==> src/fmhq_pkg.sv <==
// ----------------------------------------------------------------------------
// fmhq_pkg
// Widths, register indexes, reset values and divider sizing for the fader
// to controller/note/bend quantizer.
// ----------------------------------------------------------------------------
package fmhq_pkg;

    localparam int IN_W       = 16;
    localparam int CC_W       = 7;
    localparam int NOTE_W     = 7;
    localparam int STICK_W    = 8;
    localparam int BEND_W     = 15;
    localparam int HELD_W     = 8;

    localparam int CFG_IDX_W  = 3;
    localparam int CFG_DATA_W = 16;

    // map output span, wide enough for the bend span
    localparam int DIFF_W     = 16;
    // signed numerator and magnitude of the divider
    localparam int NUM_W      = 31;
    localparam int DIV_W      = NUM_W - 1;
    // signed denominator and its magnitude
    localparam int DEN_W      = IN_W + 1;
    localparam int DVS_W      = IN_W;
    // quotient bits resolved per cycle
    localparam int DIV_STEP   = 2;
    localparam int DIV_CYC    = DIV_W / DIV_STEP;
    localparam int DIV_CNT_W  = $clog2(DIV_CYC);
    // hysteresis bound arithmetic
    localparam int CTR_W      = 28;

    localparam logic signed [DIFF_W-1:0] BEND_SPAN = 16'sd16384;
    localparam logic signed [BEND_W-1:0] BEND_LOW  = -15'sd8192;

    localparam logic [IN_W-1:0]    RST_INPUT_MIN  = 16'd0;
    localparam logic [IN_W-1:0]    RST_INPUT_MAX  = 16'd65535;
    localparam logic [CC_W-1:0]    RST_CC_LOW     = 7'd0;
    localparam logic [CC_W-1:0]    RST_CC_HIGH    = 7'd127;
    localparam logic [NOTE_W-1:0]  RST_NOTE_LOW   = 7'd0;
    localparam logic [NOTE_W-1:0]  RST_NOTE_HIGH  = 7'd127;
    localparam logic [STICK_W-1:0] RST_STICKINESS = 8'd3;
    localparam logic [HELD_W-1:0]  RST_HELD       = 8'hFF;

    typedef enum logic [CFG_IDX_W-1:0] {
        CFG_INPUT_MIN  = 3'd0,
        CFG_INPUT_MAX  = 3'd1,
        CFG_CC_LOW     = 3'd2,
        CFG_CC_HIGH    = 3'd3,
        CFG_NOTE_LOW   = 3'd4,
        CFG_NOTE_HIGH  = 3'd5,
        CFG_STICKINESS = 3'd6
    } t_cfg_idx;

endpackage

==> src/fader_to_midi_hysteresis_quantizer.sv <==
// ----------------------------------------------------------------------------
// fader_to_midi_hysteresis_quantizer
// Clamps a raw fader sample, maps it to controller, note and pitch bend
// values and applies note hysteresis, all through one shared signed divider.
// ----------------------------------------------------------------------------
//  channel   direction  handshake                payload
//  sample    in         i_valid / o_stall        i_sample
//  result    out        o_valid / i_stall        o_clamped o_cc_value o_note o_bend
//  config    in         i_cfg_valid / o_cfg_ready i_cfg_index i_cfg_data
//
//  one transaction in gives one result out; two more divisions are run when the
//  held note is above zero and the new note differs
//  every division runs in the shared 2-bit-per-cycle divider
//  o_stall is high from acceptance until the result enters the output register
//  the output register holds a result while i_stall is high
//  synchronous active-low reset restores the register defaults and no note
// ----------------------------------------------------------------------------
module fader_to_midi_hysteresis_quantizer (
    input  logic                                  i_clk,
    input  logic                                  i_rst_n,
    input  logic                                  i_valid,
    output logic                                  o_stall,
    input  logic [fmhq_pkg::IN_W-1:0]             i_sample,
    output logic                                  o_valid,
    input  logic                                  i_stall,
    output logic [fmhq_pkg::IN_W-1:0]             o_clamped,
    output logic [fmhq_pkg::CC_W-1:0]             o_cc_value,
    output logic [fmhq_pkg::NOTE_W-1:0]           o_note,
    output logic signed [fmhq_pkg::BEND_W-1:0]    o_bend,
    input  logic                                  i_cfg_valid,
    output logic                                  o_cfg_ready,
    input  logic [fmhq_pkg::CFG_IDX_W-1:0]        i_cfg_index,
    input  logic [fmhq_pkg::CFG_DATA_W-1:0]       i_cfg_data
);

    typedef enum logic [2:0] {
        S_IDLE,
        S_MUL,
        S_LOAD,
        S_DIV,
        S_POST,
        S_CTR,
        S_HYST,
        S_OUT
    } t_state;

    typedef enum logic [2:0] {
        OP_CC,
        OP_NOTE,
        OP_STEP,
        OP_STICK,
        OP_BEND
    } t_op;

    t_state r_state;
    t_op    r_op;

    // configuration
    logic [fmhq_pkg::IN_W-1:0]    r_in_min;
    logic [fmhq_pkg::IN_W-1:0]    r_in_max;
    logic [fmhq_pkg::CC_W-1:0]    r_cc_low;
    logic [fmhq_pkg::CC_W-1:0]    r_cc_high;
    logic [fmhq_pkg::NOTE_W-1:0]  r_note_low;
    logic [fmhq_pkg::NOTE_W-1:0]  r_note_high;
    logic [fmhq_pkg::STICK_W-1:0] r_stick;

    // item state
    logic [fmhq_pkg::HELD_W-1:0]        r_held;
    logic [fmhq_pkg::IN_W-1:0]          r_x;
    logic [fmhq_pkg::CC_W-1:0]          r_cc;
    logic [fmhq_pkg::NOTE_W-1:0]        r_nn;
    logic signed [fmhq_pkg::DEN_W-1:0]  r_s;
    logic signed [fmhq_pkg::DEN_W-1:0]  r_t;
    logic signed [fmhq_pkg::CTR_W-1:0]  r_ctr;
    logic signed [fmhq_pkg::CTR_W-1:0]  r_margin;
    logic [fmhq_pkg::BEND_W-1:0]        r_bend;

    // divider
    logic signed [fmhq_pkg::NUM_W-1:0]  r_num;
    logic signed [fmhq_pkg::DEN_W-1:0]  r_den;
    logic [fmhq_pkg::DIV_W-1:0]         r_quo;
    logic [fmhq_pkg::DVS_W-1:0]         r_rem;
    logic [fmhq_pkg::DVS_W-1:0]         r_dvs;
    logic                               r_neg;
    logic [fmhq_pkg::DIV_CNT_W-1:0]     r_cnt;

    // output register
    logic                               r_o_valid;
    logic [fmhq_pkg::IN_W-1:0]          r_o_clamped;
    logic [fmhq_pkg::CC_W-1:0]          r_o_cc;
    logic [fmhq_pkg::NOTE_W-1:0]        r_o_note;
    logic [fmhq_pkg::BEND_W-1:0]        r_o_bend;

    logic signed [fmhq_pkg::IN_W:0]                 x_off;
    logic signed [fmhq_pkg::IN_W:0]                 span;
    logic signed [fmhq_pkg::NOTE_W:0]               nspan;
    logic signed [fmhq_pkg::DIFF_W-1:0]             out_diff;
    logic signed [fmhq_pkg::IN_W+fmhq_pkg::DIFF_W:0] prod;
    logic signed [fmhq_pkg::NUM_W-1:0]              num_sel;
    logic signed [fmhq_pkg::DEN_W-1:0]              den_sel;
    logic [fmhq_pkg::NUM_W-1:0]                     num_abs;
    logic [fmhq_pkg::DEN_W-1:0]                     den_abs;

    logic [fmhq_pkg::DVS_W-1:0]   dv_rem   [0:fmhq_pkg::DIV_STEP];
    logic [fmhq_pkg::DIV_W-1:0]   dv_quo   [0:fmhq_pkg::DIV_STEP];
    logic [fmhq_pkg::DVS_W:0]     dv_sh    [0:fmhq_pkg::DIV_STEP-1];
    logic [fmhq_pkg::DVS_W+1:0]   dv_trial [0:fmhq_pkg::DIV_STEP-1];

    logic [fmhq_pkg::NUM_W-1:0]         q_mag;
    logic signed [fmhq_pkg::NUM_W-1:0]  quot;
    logic [fmhq_pkg::CC_W-1:0]          cc_sum;
    logic [fmhq_pkg::NOTE_W-1:0]        nn_sum;
    logic [fmhq_pkg::BEND_W-1:0]        bend_sum;
    logic                               held_pos;

    logic signed [fmhq_pkg::DEN_W-1:0]  s_half;
    logic signed [fmhq_pkg::NOTE_W+1:0] note_off;
    logic signed [fmhq_pkg::CTR_W-1:0]  ctr_calc;
    logic signed [fmhq_pkg::CTR_W-1:0]  margin_calc;
    logic signed [fmhq_pkg::CTR_W-1:0]  upper;
    logic signed [fmhq_pkg::CTR_W-1:0]  lower;
    logic signed [fmhq_pkg::CTR_W-1:0]  x_wide;

    logic                               in_take;
    logic                               out_free;
    logic [fmhq_pkg::IN_W-1:0]          clamp_x;

    assign in_take  = i_valid && (r_state == S_IDLE);
    assign out_free = !r_o_valid || !i_stall;

    always_comb begin
        priority if (i_sample < r_in_min) begin
            clamp_x = r_in_min;
        end else if (i_sample > r_in_max) begin
            clamp_x = r_in_max;
        end else begin
            clamp_x = i_sample;
        end
    end

    // operand selection and product for the map numerators
    assign x_off = $signed({1'b0, r_x}) - $signed({1'b0, r_in_min});
    assign span  = $signed({1'b0, r_in_max}) - $signed({1'b0, r_in_min});
    assign nspan = $signed({1'b0, r_note_high}) - $signed({1'b0, r_note_low});

    always_comb begin
        unique case (r_op)
            OP_CC: begin
                out_diff = $signed({{(fmhq_pkg::DIFF_W-fmhq_pkg::CC_W){1'b0}}, r_cc_high})
                         - $signed({{(fmhq_pkg::DIFF_W-fmhq_pkg::CC_W){1'b0}}, r_cc_low});
            end
            OP_NOTE: begin
                out_diff = fmhq_pkg::DIFF_W'(nspan);
            end
            default: begin
                out_diff = fmhq_pkg::BEND_SPAN;
            end
        endcase
    end

    assign prod = x_off * out_diff;

    always_comb begin
        unique case (r_op)
            OP_STEP: begin
                num_sel = fmhq_pkg::NUM_W'(span);
                den_sel = fmhq_pkg::DEN_W'(nspan);
            end
            OP_STICK: begin
                num_sel = fmhq_pkg::NUM_W'(r_s);
                den_sel = $signed({{(fmhq_pkg::DEN_W-fmhq_pkg::STICK_W){1'b0}}, r_stick});
            end
            default: begin
                num_sel = prod[fmhq_pkg::NUM_W-1:0];
                den_sel = span;
            end
        endcase
    end

    assign num_abs = r_num[fmhq_pkg::NUM_W-1] ? -r_num : r_num;
    assign den_abs = r_den[fmhq_pkg::DEN_W-1] ? -r_den : r_den;

    // restoring divider, DIV_STEP quotient bits per cycle
    always_comb begin
        dv_rem[0] = r_rem;
        dv_quo[0] = r_quo;
        for (int k = 0; k < fmhq_pkg::DIV_STEP; k++) begin
            dv_sh[k]      = {dv_rem[k], dv_quo[k][fmhq_pkg::DIV_W-1]};
            dv_trial[k]   = {1'b0, dv_sh[k]} - {2'b0, r_dvs};
            dv_quo[k+1]   = {dv_quo[k][fmhq_pkg::DIV_W-2:0], ~dv_trial[k][fmhq_pkg::DVS_W+1]};
            dv_rem[k+1]   = dv_trial[k][fmhq_pkg::DVS_W+1] ? dv_sh[k][fmhq_pkg::DVS_W-1:0]
                                                           : dv_trial[k][fmhq_pkg::DVS_W-1:0];
        end
    end

    // signed quotient, zero on a zero divisor
    assign q_mag = {1'b0, r_quo};
    always_comb begin
        if (r_dvs == '0) begin
            quot = '0;
        end else if (r_neg) begin
            quot = -$signed(q_mag);
        end else begin
            quot = $signed(q_mag);
        end
    end

    assign cc_sum   = quot[fmhq_pkg::CC_W-1:0] + r_cc_low;
    assign nn_sum   = quot[fmhq_pkg::NOTE_W-1:0] + r_note_low;
    assign bend_sum = quot[fmhq_pkg::BEND_W-1:0] + fmhq_pkg::BEND_LOW;
    assign held_pos = !r_held[fmhq_pkg::HELD_W-1] && (r_held != '0);

    // hysteresis bounds
    assign s_half      = (r_s + $signed({{(fmhq_pkg::DEN_W-1){1'b0}}, r_s[fmhq_pkg::DEN_W-1]}))
                         >>> 1;
    assign note_off    = $signed({2'b0, r_held[fmhq_pkg::NOTE_W-1:0]})
                       - $signed({2'b0, r_note_low});
    assign ctr_calc    = fmhq_pkg::CTR_W'(r_s) * fmhq_pkg::CTR_W'(note_off)
                       + fmhq_pkg::CTR_W'(s_half);
    assign margin_calc = fmhq_pkg::CTR_W'(s_half) + fmhq_pkg::CTR_W'(r_t);
    assign upper       = r_ctr + r_margin;
    assign lower       = r_ctr - r_margin;
    assign x_wide      = $signed({{(fmhq_pkg::CTR_W-fmhq_pkg::IN_W){1'b0}}, r_x});

    always_ff @(posedge i_clk) begin
        if (!i_rst_n) begin
            r_state     <= S_IDLE;
            r_op        <= OP_CC;
            r_o_valid   <= 1'b0;
            r_held      <= fmhq_pkg::RST_HELD;
            r_in_min    <= fmhq_pkg::RST_INPUT_MIN;
            r_in_max    <= fmhq_pkg::RST_INPUT_MAX;
            r_cc_low    <= fmhq_pkg::RST_CC_LOW;
            r_cc_high   <= fmhq_pkg::RST_CC_HIGH;
            r_note_low  <= fmhq_pkg::RST_NOTE_LOW;
            r_note_high <= fmhq_pkg::RST_NOTE_HIGH;
            r_stick     <= fmhq_pkg::RST_STICKINESS;
        end else begin
            if (i_cfg_valid) begin
                unique case (fmhq_pkg::t_cfg_idx'(i_cfg_index))
                    fmhq_pkg::CFG_INPUT_MIN:  r_in_min    <= i_cfg_data[fmhq_pkg::IN_W-1:0];
                    fmhq_pkg::CFG_INPUT_MAX:  r_in_max    <= i_cfg_data[fmhq_pkg::IN_W-1:0];
                    fmhq_pkg::CFG_CC_LOW:     r_cc_low    <= i_cfg_data[fmhq_pkg::CC_W-1:0];
                    fmhq_pkg::CFG_CC_HIGH:    r_cc_high   <= i_cfg_data[fmhq_pkg::CC_W-1:0];
                    fmhq_pkg::CFG_NOTE_LOW:   r_note_low  <= i_cfg_data[fmhq_pkg::NOTE_W-1:0];
                    fmhq_pkg::CFG_NOTE_HIGH:  r_note_high <= i_cfg_data[fmhq_pkg::NOTE_W-1:0];
                    fmhq_pkg::CFG_STICKINESS: r_stick     <= i_cfg_data[fmhq_pkg::STICK_W-1:0];
                    default: begin
                    end
                endcase
            end

            if (r_o_valid && !i_stall && (r_state != S_OUT)) begin
                r_o_valid <= 1'b0;
            end

            unique case (r_state)
                S_IDLE: begin
                    if (in_take) begin
                        r_x     <= clamp_x;
                        r_op    <= OP_CC;
                        r_state <= S_MUL;
                    end
                end
                S_MUL: begin
                    r_num   <= num_sel;
                    r_den   <= den_sel;
                    r_state <= S_LOAD;
                end
                S_LOAD: begin
                    r_neg   <= r_num[fmhq_pkg::NUM_W-1] ^ r_den[fmhq_pkg::DEN_W-1];
                    r_quo   <= num_abs[fmhq_pkg::DIV_W-1:0];
                    r_dvs   <= den_abs[fmhq_pkg::DVS_W-1:0];
                    r_rem   <= '0;
                    r_cnt   <= fmhq_pkg::DIV_CNT_W'(fmhq_pkg::DIV_CYC - 1);
                    r_state <= S_DIV;
                end
                S_DIV: begin
                    r_quo <= dv_quo[fmhq_pkg::DIV_STEP];
                    r_rem <= dv_rem[fmhq_pkg::DIV_STEP];
                    r_cnt <= r_cnt - 1'b1;
                    if (r_cnt == '0) begin
                        r_state <= S_POST;
                    end
                end
                S_POST: begin
                    unique case (r_op)
                        OP_CC: begin
                            r_cc    <= cc_sum;
                            r_op    <= OP_NOTE;
                            r_state <= S_MUL;
                        end
                        OP_NOTE: begin
                            r_nn <= nn_sum;
                            if (held_pos && (nn_sum != r_held[fmhq_pkg::NOTE_W-1:0])) begin
                                r_op <= OP_STEP;
                            end else begin
                                r_held <= {1'b0, nn_sum};
                                r_op   <= OP_BEND;
                            end
                            r_state <= S_MUL;
                        end
                        OP_STEP: begin
                            r_s     <= quot[fmhq_pkg::DEN_W-1:0];
                            r_op    <= OP_STICK;
                            r_state <= S_MUL;
                        end
                        OP_STICK: begin
                            r_t     <= quot[fmhq_pkg::DEN_W-1:0];
                            r_state <= S_CTR;
                        end
                        OP_BEND: begin
                            r_bend  <= bend_sum;
                            r_state <= S_OUT;
                        end
                        default: begin
                            r_state <= S_IDLE;
                        end
                    endcase
                end
                S_CTR: begin
                    r_ctr    <= ctr_calc;
                    r_margin <= margin_calc;
                    r_state  <= S_HYST;
                end
                S_HYST: begin
                    if (r_nn > r_held[fmhq_pkg::NOTE_W-1:0]) begin
                        if (x_wide > upper) begin
                            r_held <= {1'b0, r_nn};
                        end
                    end else if (x_wide < lower) begin
                        r_held <= {1'b0, r_nn};
                    end
                    r_op    <= OP_BEND;
                    r_state <= S_MUL;
                end
                S_OUT: begin
                    if (out_free) begin
                        r_o_valid   <= 1'b1;
                        r_o_clamped <= r_x;
                        r_o_cc      <= r_cc;
                        r_o_note    <= r_held[fmhq_pkg::NOTE_W-1:0];
                        r_o_bend    <= r_bend;
                        r_state     <= S_IDLE;
                    end
                end
                default: begin
                    r_state <= S_IDLE;
                end
            endcase
        end
    end

    assign o_stall     = (r_state != S_IDLE);
    assign o_cfg_ready = 1'b1;
    assign o_valid     = r_o_valid;
    assign o_clamped   = r_o_clamped;
    assign o_cc_value  = r_o_cc;
    assign o_note      = r_o_note;
    assign o_bend      = $signed(r_o_bend);

    // a result only appears after the output step
    a_out_from_final: assert property (@(posedge i_clk) disable iff (!i_rst_n)
        $rose(r_o_valid) |-> ($past(r_state) == S_OUT))
        else $error("result raised outside the output step");

    // an accepted transaction always starts with the controller map
    a_start_cc: assert property (@(posedge i_clk) disable iff (!i_rst_n)
        (i_valid && !o_stall) |=> ((r_state == S_MUL) && (r_op == OP_CC)))
        else $error("accepted transaction did not start the controller map");

    // once a result is out the held note is a real note
    a_held_note: assert property (@(posedge i_clk) disable iff (!i_rst_n)
        r_o_valid |-> !r_held[fmhq_pkg::HELD_W-1])
        else $error("held note still empty after a result");

    // hysteresis bounds are only worked out when a note is held
    a_hyst_held: assert property (@(posedge i_clk) disable iff (!i_rst_n)
        (r_state == S_CTR) |-> held_pos)
        else $error("hysteresis check without a held note");

endmodule

==> config.mk <==
export PLATFORM = sky130hd
export DESIGN_NAME = fader_to_midi_hysteresis_quantizer
export DESIGN_NICKNAME = d
export VERILOG_FILES = /design/src/fmhq_pkg.sv /design/src/fader_to_midi_hysteresis_quantizer.sv
export SDC_FILE = /design/constraint.sdc
export NUM_CORES = 2
export LEC_CHECK = 0
export BUFFER_PORTS_ARGS = -buffer_cell sky130_fd_sc_hd__buf_2
export CAP_MARGIN = 30
export CORE_MARGIN = 3
export CORE_UTILIZATION = 28
export DETAILED_ROUTE_END_ITERATION = 16
export GPL_TIMING_DRIVEN = 0
export PLACE_DENSITY = 0.43
export SYNTH_ARGS = -nofsm -noshare
export SYNTH_HDL_FRONTEND = slang
export SYNTH_SLANG_ARGS = --single-unit
==> constraint.sdc <==
create_clock -name i_clk -period 17.85 [get_ports i_clk]
set_input_delay 1.785 -clock i_clk [delete_from_list [all_inputs] [get_ports i_clk]]
set_output_delay 1.785 -clock i_clk [all_outputs]
set_load 0.03 [all_outputs]
==> summary by stage <==
Min path
Along the worst hold path, the cell count comes to 0. The endpoint of the worst hold path is o_bend[1]. The startpoint identified for the worst hold timing path is r_bend[1]. The class of the most critical hold timing path is reg -> reg.

Global route
The global routing stage identified its most utilized layer as met2. For this run, global-route usage on met3 was measured as 1.834%. The first-pass GRT wire length is 185.6 mm.

The pin count of the biggest net entering global routing is 38. The via count of the first global-routing pass is 29390. For this run, the total global-route usage over all layers was measured as approximately 17%. The initial antenna violation count was 15. The fraction of met2 tracks used by global routing is 27.22%. The total overflow left after global routing is 0.

In the global route stage, met1 resource usage came out at 25.67%.

Outcome
The run finished with clean final reports.

Synthesis
The async set-reset flop share out of synthesis is 0%. In this run, distinct cell masters in the synthesized netlist total 94. The flop and latch count out of synthesis is 366. The sequential cell area fraction in the yosys report is 26.50%.

The share of the synthesized netlist area taken by xor and xnor gates is roughly 5.9%. The complex-gate fraction of the synthesized area is roughly an eighth. The fraction of post-synthesis cell area in the top cell type by area is 22.16%. The most used flip-flop cell after synthesis is edfxtp_1. The average instance area after synthesis is ~9.5 µm².

Yosys mapped a number of flops with a built-in enable equal to 283. The synthesized netlist devotes around 14% of its cell area to simple gates. The number of warnings reported in the yosys synthesis log is 0. By area the synthesized netlist is led by edfxtp_1, fa_1, ha_1, inv_1, dfxtp_1. The largest family of logic cells by synthesized area is adder cells. The cell count after synthesis is between 4000 and 5000. Summing the areas of all fa, ha and maj instances in the mapped netlist gives 31.88% of the synthesized area. The fraction of synthesized area in multiplexers is around 1.7%. The post-synthesis cell type with the largest combined area is edfxtp_1. The number of nets in the synthesized netlist is 4827. The netlist area before placement is roughly 38000 µm².

Clock tree
The clock passes through at most 3 buffers. The H-tree depth is 2. TritonCTS built the clock tree.

Clock-pin slew was measured on the worst setup and hold paths at roughly 60 ps. In this run the clock root is driven by a clkbuf_16. TritonCTS created 45 clock buffers. The hold buffer count at CTS is 0.

The later-pin clock latency in the skew report is 600 ps. Clock tree synthesis found a total of 366 sinks. After clock tree synthesis, the repair step resized 0 gates. The number of buffers added for setup after CTS is 0.

Final layout
The library cells used most frequently in the layout, excluding fill and tap cells, are inv_1, ha_1, fa_1, nor2_1, nand2_1. The fraction of layout cells with a size suffix above 1 is under 10%. The library cell used most frequently in the layout, excluding fill and tap cells, is inv_1.

Fill cells in the final layout number 14210. The post-layout net count is 4998. The area growth from synthesis to layout is 12.39%.

Critical path
The standard cell with the maximum stage delay on the critical path is nor3_1. The largest single stage delay on the critical path is 790 ps. The critical setup path kind is reg -> reg. The number of cells on the worst reg-to-reg path is 34.

The critical path startpoint category is a flop. The data arrival time of the critical path is approximately 11000 ps. The worst setup path is captured at a flop. Along the worst path, the maximum fanout reaches 10.

The launch point of the worst reg-to-reg path is r_note_low[1]. The worst path required time is 18160 ps. In this run the critical register-to-register path is captured at r_num[30]. The setup slack of the most critical reg-to-reg path is 6720 ps.

Drt
After the first detailed-routing iteration, the DRC count stood at 1753. The average wire length per cell after detail routing is 20.31 µm. The via count normalized by instance count is about 4.8. In the routed design, unresolved DRC markers number 0.

The post-detailed-routing wire length is between 100 and 150 mm. Once detail routing completed, the nets flagged for antenna violations numbered 0. The number of iterations in the first detailed-routing pass is 7. The via count is 28850.

Placed design
The wire-length estimate of the detail-placed layout is 102.7 mm. The congestion estimate from routability-driven global placement came to approximately 0.85. The count of input and output buffers is 86.

Floorplan
The number of I/O pins is 88. The core region is 135600 µm². The number of placement rows is 135. The die covers about 140000 µm².

The overall die width is 376.1 µm. The die height is 376.1 µm. The initial standard-cell utilization of the core is 28.27%.

STA
The sum of negative setup slack is 0 ps. The transition time at the pin with the least slew margin is roughly 1100 ps. The final max-slew violation count is 0.

The setup clock skew after layout is 57.21 ps. Measured against its own limit, the worst slew margin works out to 27.05%. The worst hold-check slack is 412.5 ps. The count of endpoints failing setup in the final report is 0. The minimum period implied by the final worst setup slack is 11130 ps. Setup repair after global routing left no endpoint under its margin.

The count of endpoints failing hold in the final timing report was 0. The ratio of final minimum period to clock period is slightly above 60%. The maximum clock frequency is approximately 90 MHz.

Job
The number of max-capacitance violations reported is 0.
[synthesized netlist by cell type (10+ instances only)]
cell type  instances
a31oi_1           20
o21ai_0          169
buf_2             11
nor3_1            62
o21bai_1          23
mux2_2            10
nand2b_1          53
a21o_1            67
xnor2_1          142
a211oi_1          30
nand2_1          318
nor4_1            16
o21a_1            25
o31ai_1           31
a31o_2            10
or2_2             39
dfxtp_1           83
nand3_1           65
nor2_1           331
mux2i_1           55
buf_1             11
xor2_1           110
o211ai_1          45
ha_1             377
nor2b_1           56
fa_1             375
a22oi_1           10
and3_1            22
or3_1             24
inv_1            597
clkbuf_1         100
and2_1            82
edfxtp_1         283
nand4_1           18
a21oi_1          189
[through the flow]
step	instances	worst slack [ps]	instance area [µm²]	util, %
after floorplan	4035	9664	38340	-
after global placement	5902	6296	41000	30.23
after detailed placement	5940	6375	41430	30.55
after CTS	6024	6345	43080	31.76
after global routing	6026	5936	43080	31.76
final	6031	6717	43100	31.77
[critical path: cells and delay by family, from the launching register on]
kind | cells | cell delay, ps
adder cells (fa/ha/maj) | 8 | 3860
AND/OR/NAND/NOR | 8 | 1910
buffers and inverters | 9 | 2040
flip-flops | 1 | 520
XOR/XNOR | 1 | 180
AO/OA/AOI/OAI | 8 | 2330
[area by class of cell]
class	instances	area (µm²)	share of cell area [%]
Antenna cell	7	17.52	0.04065
Buffer	125	498.0	1.156
Clock buffer	65	1294	3.002
Clock inverter	19	349.1	0.8100
Inverter	598	2245	5.209
Multi-Input combinational cell	2946	25490	59.14
Sequential cell	366	10160	23.58
Tap cell	1781	2228	5.171
Timing Repair Buffer	124	815.8	1.893
[flip-flops by register name, summed over array words and instances, names as in the netlist, 16 cells and up]
register / flops
r_in_max: 16
r_quo: 30
r_num: 31
r_x: 16
r_margin: 18
r_in_min: 16
r_t: 17
r_s: 17
r_rem: 16
o_clamped: 16
r_ctr: 26
r_den: 17
r_dvs: 16
[routing by layer]
| layer | wire, µm | vias to the layer above |
|---|---|---|
| li1 | - | 13970 |
| met1 | 61020 | 14230 |
| met2 | 54150 | 562 |
| met3 | 4946 | 93 |
| met4 | 2326 | 4 |
| met5 | 23 | - |
[cell families after synthesis]
kind of cell | Yosys count
and+or+nand+nor | 1129
adders and majority gates | 752
AOI/OAI and AO/OA | 744
buffers and inverters | 723
DFF | 366
xor gates and xnor gates | 255
muxes | 65
other | 1
[worst max path at each step]
stage	end	depth (start not counted)	slack [ps]	start
6_report	r_num[30]	34	6720	r_note_low[1]
2_1_floorplan	r_num[30]	34	9660	r_note_low[1]
4_1_cts	r_num[30]	34	6350	r_note_low[1]
3_3_place_gp	r_num[30]	34	6300	r_note_low[1]
3_5_place_dp	r_num[30]	34	6380	r_note_low[1]
5_1_grt	r_num[30]	34	5940	r_note_low[1]
Power is left out: the tool's default activity adds up to more than one toggle a clock period on the data nets, which glitch-free logic cannot reach.
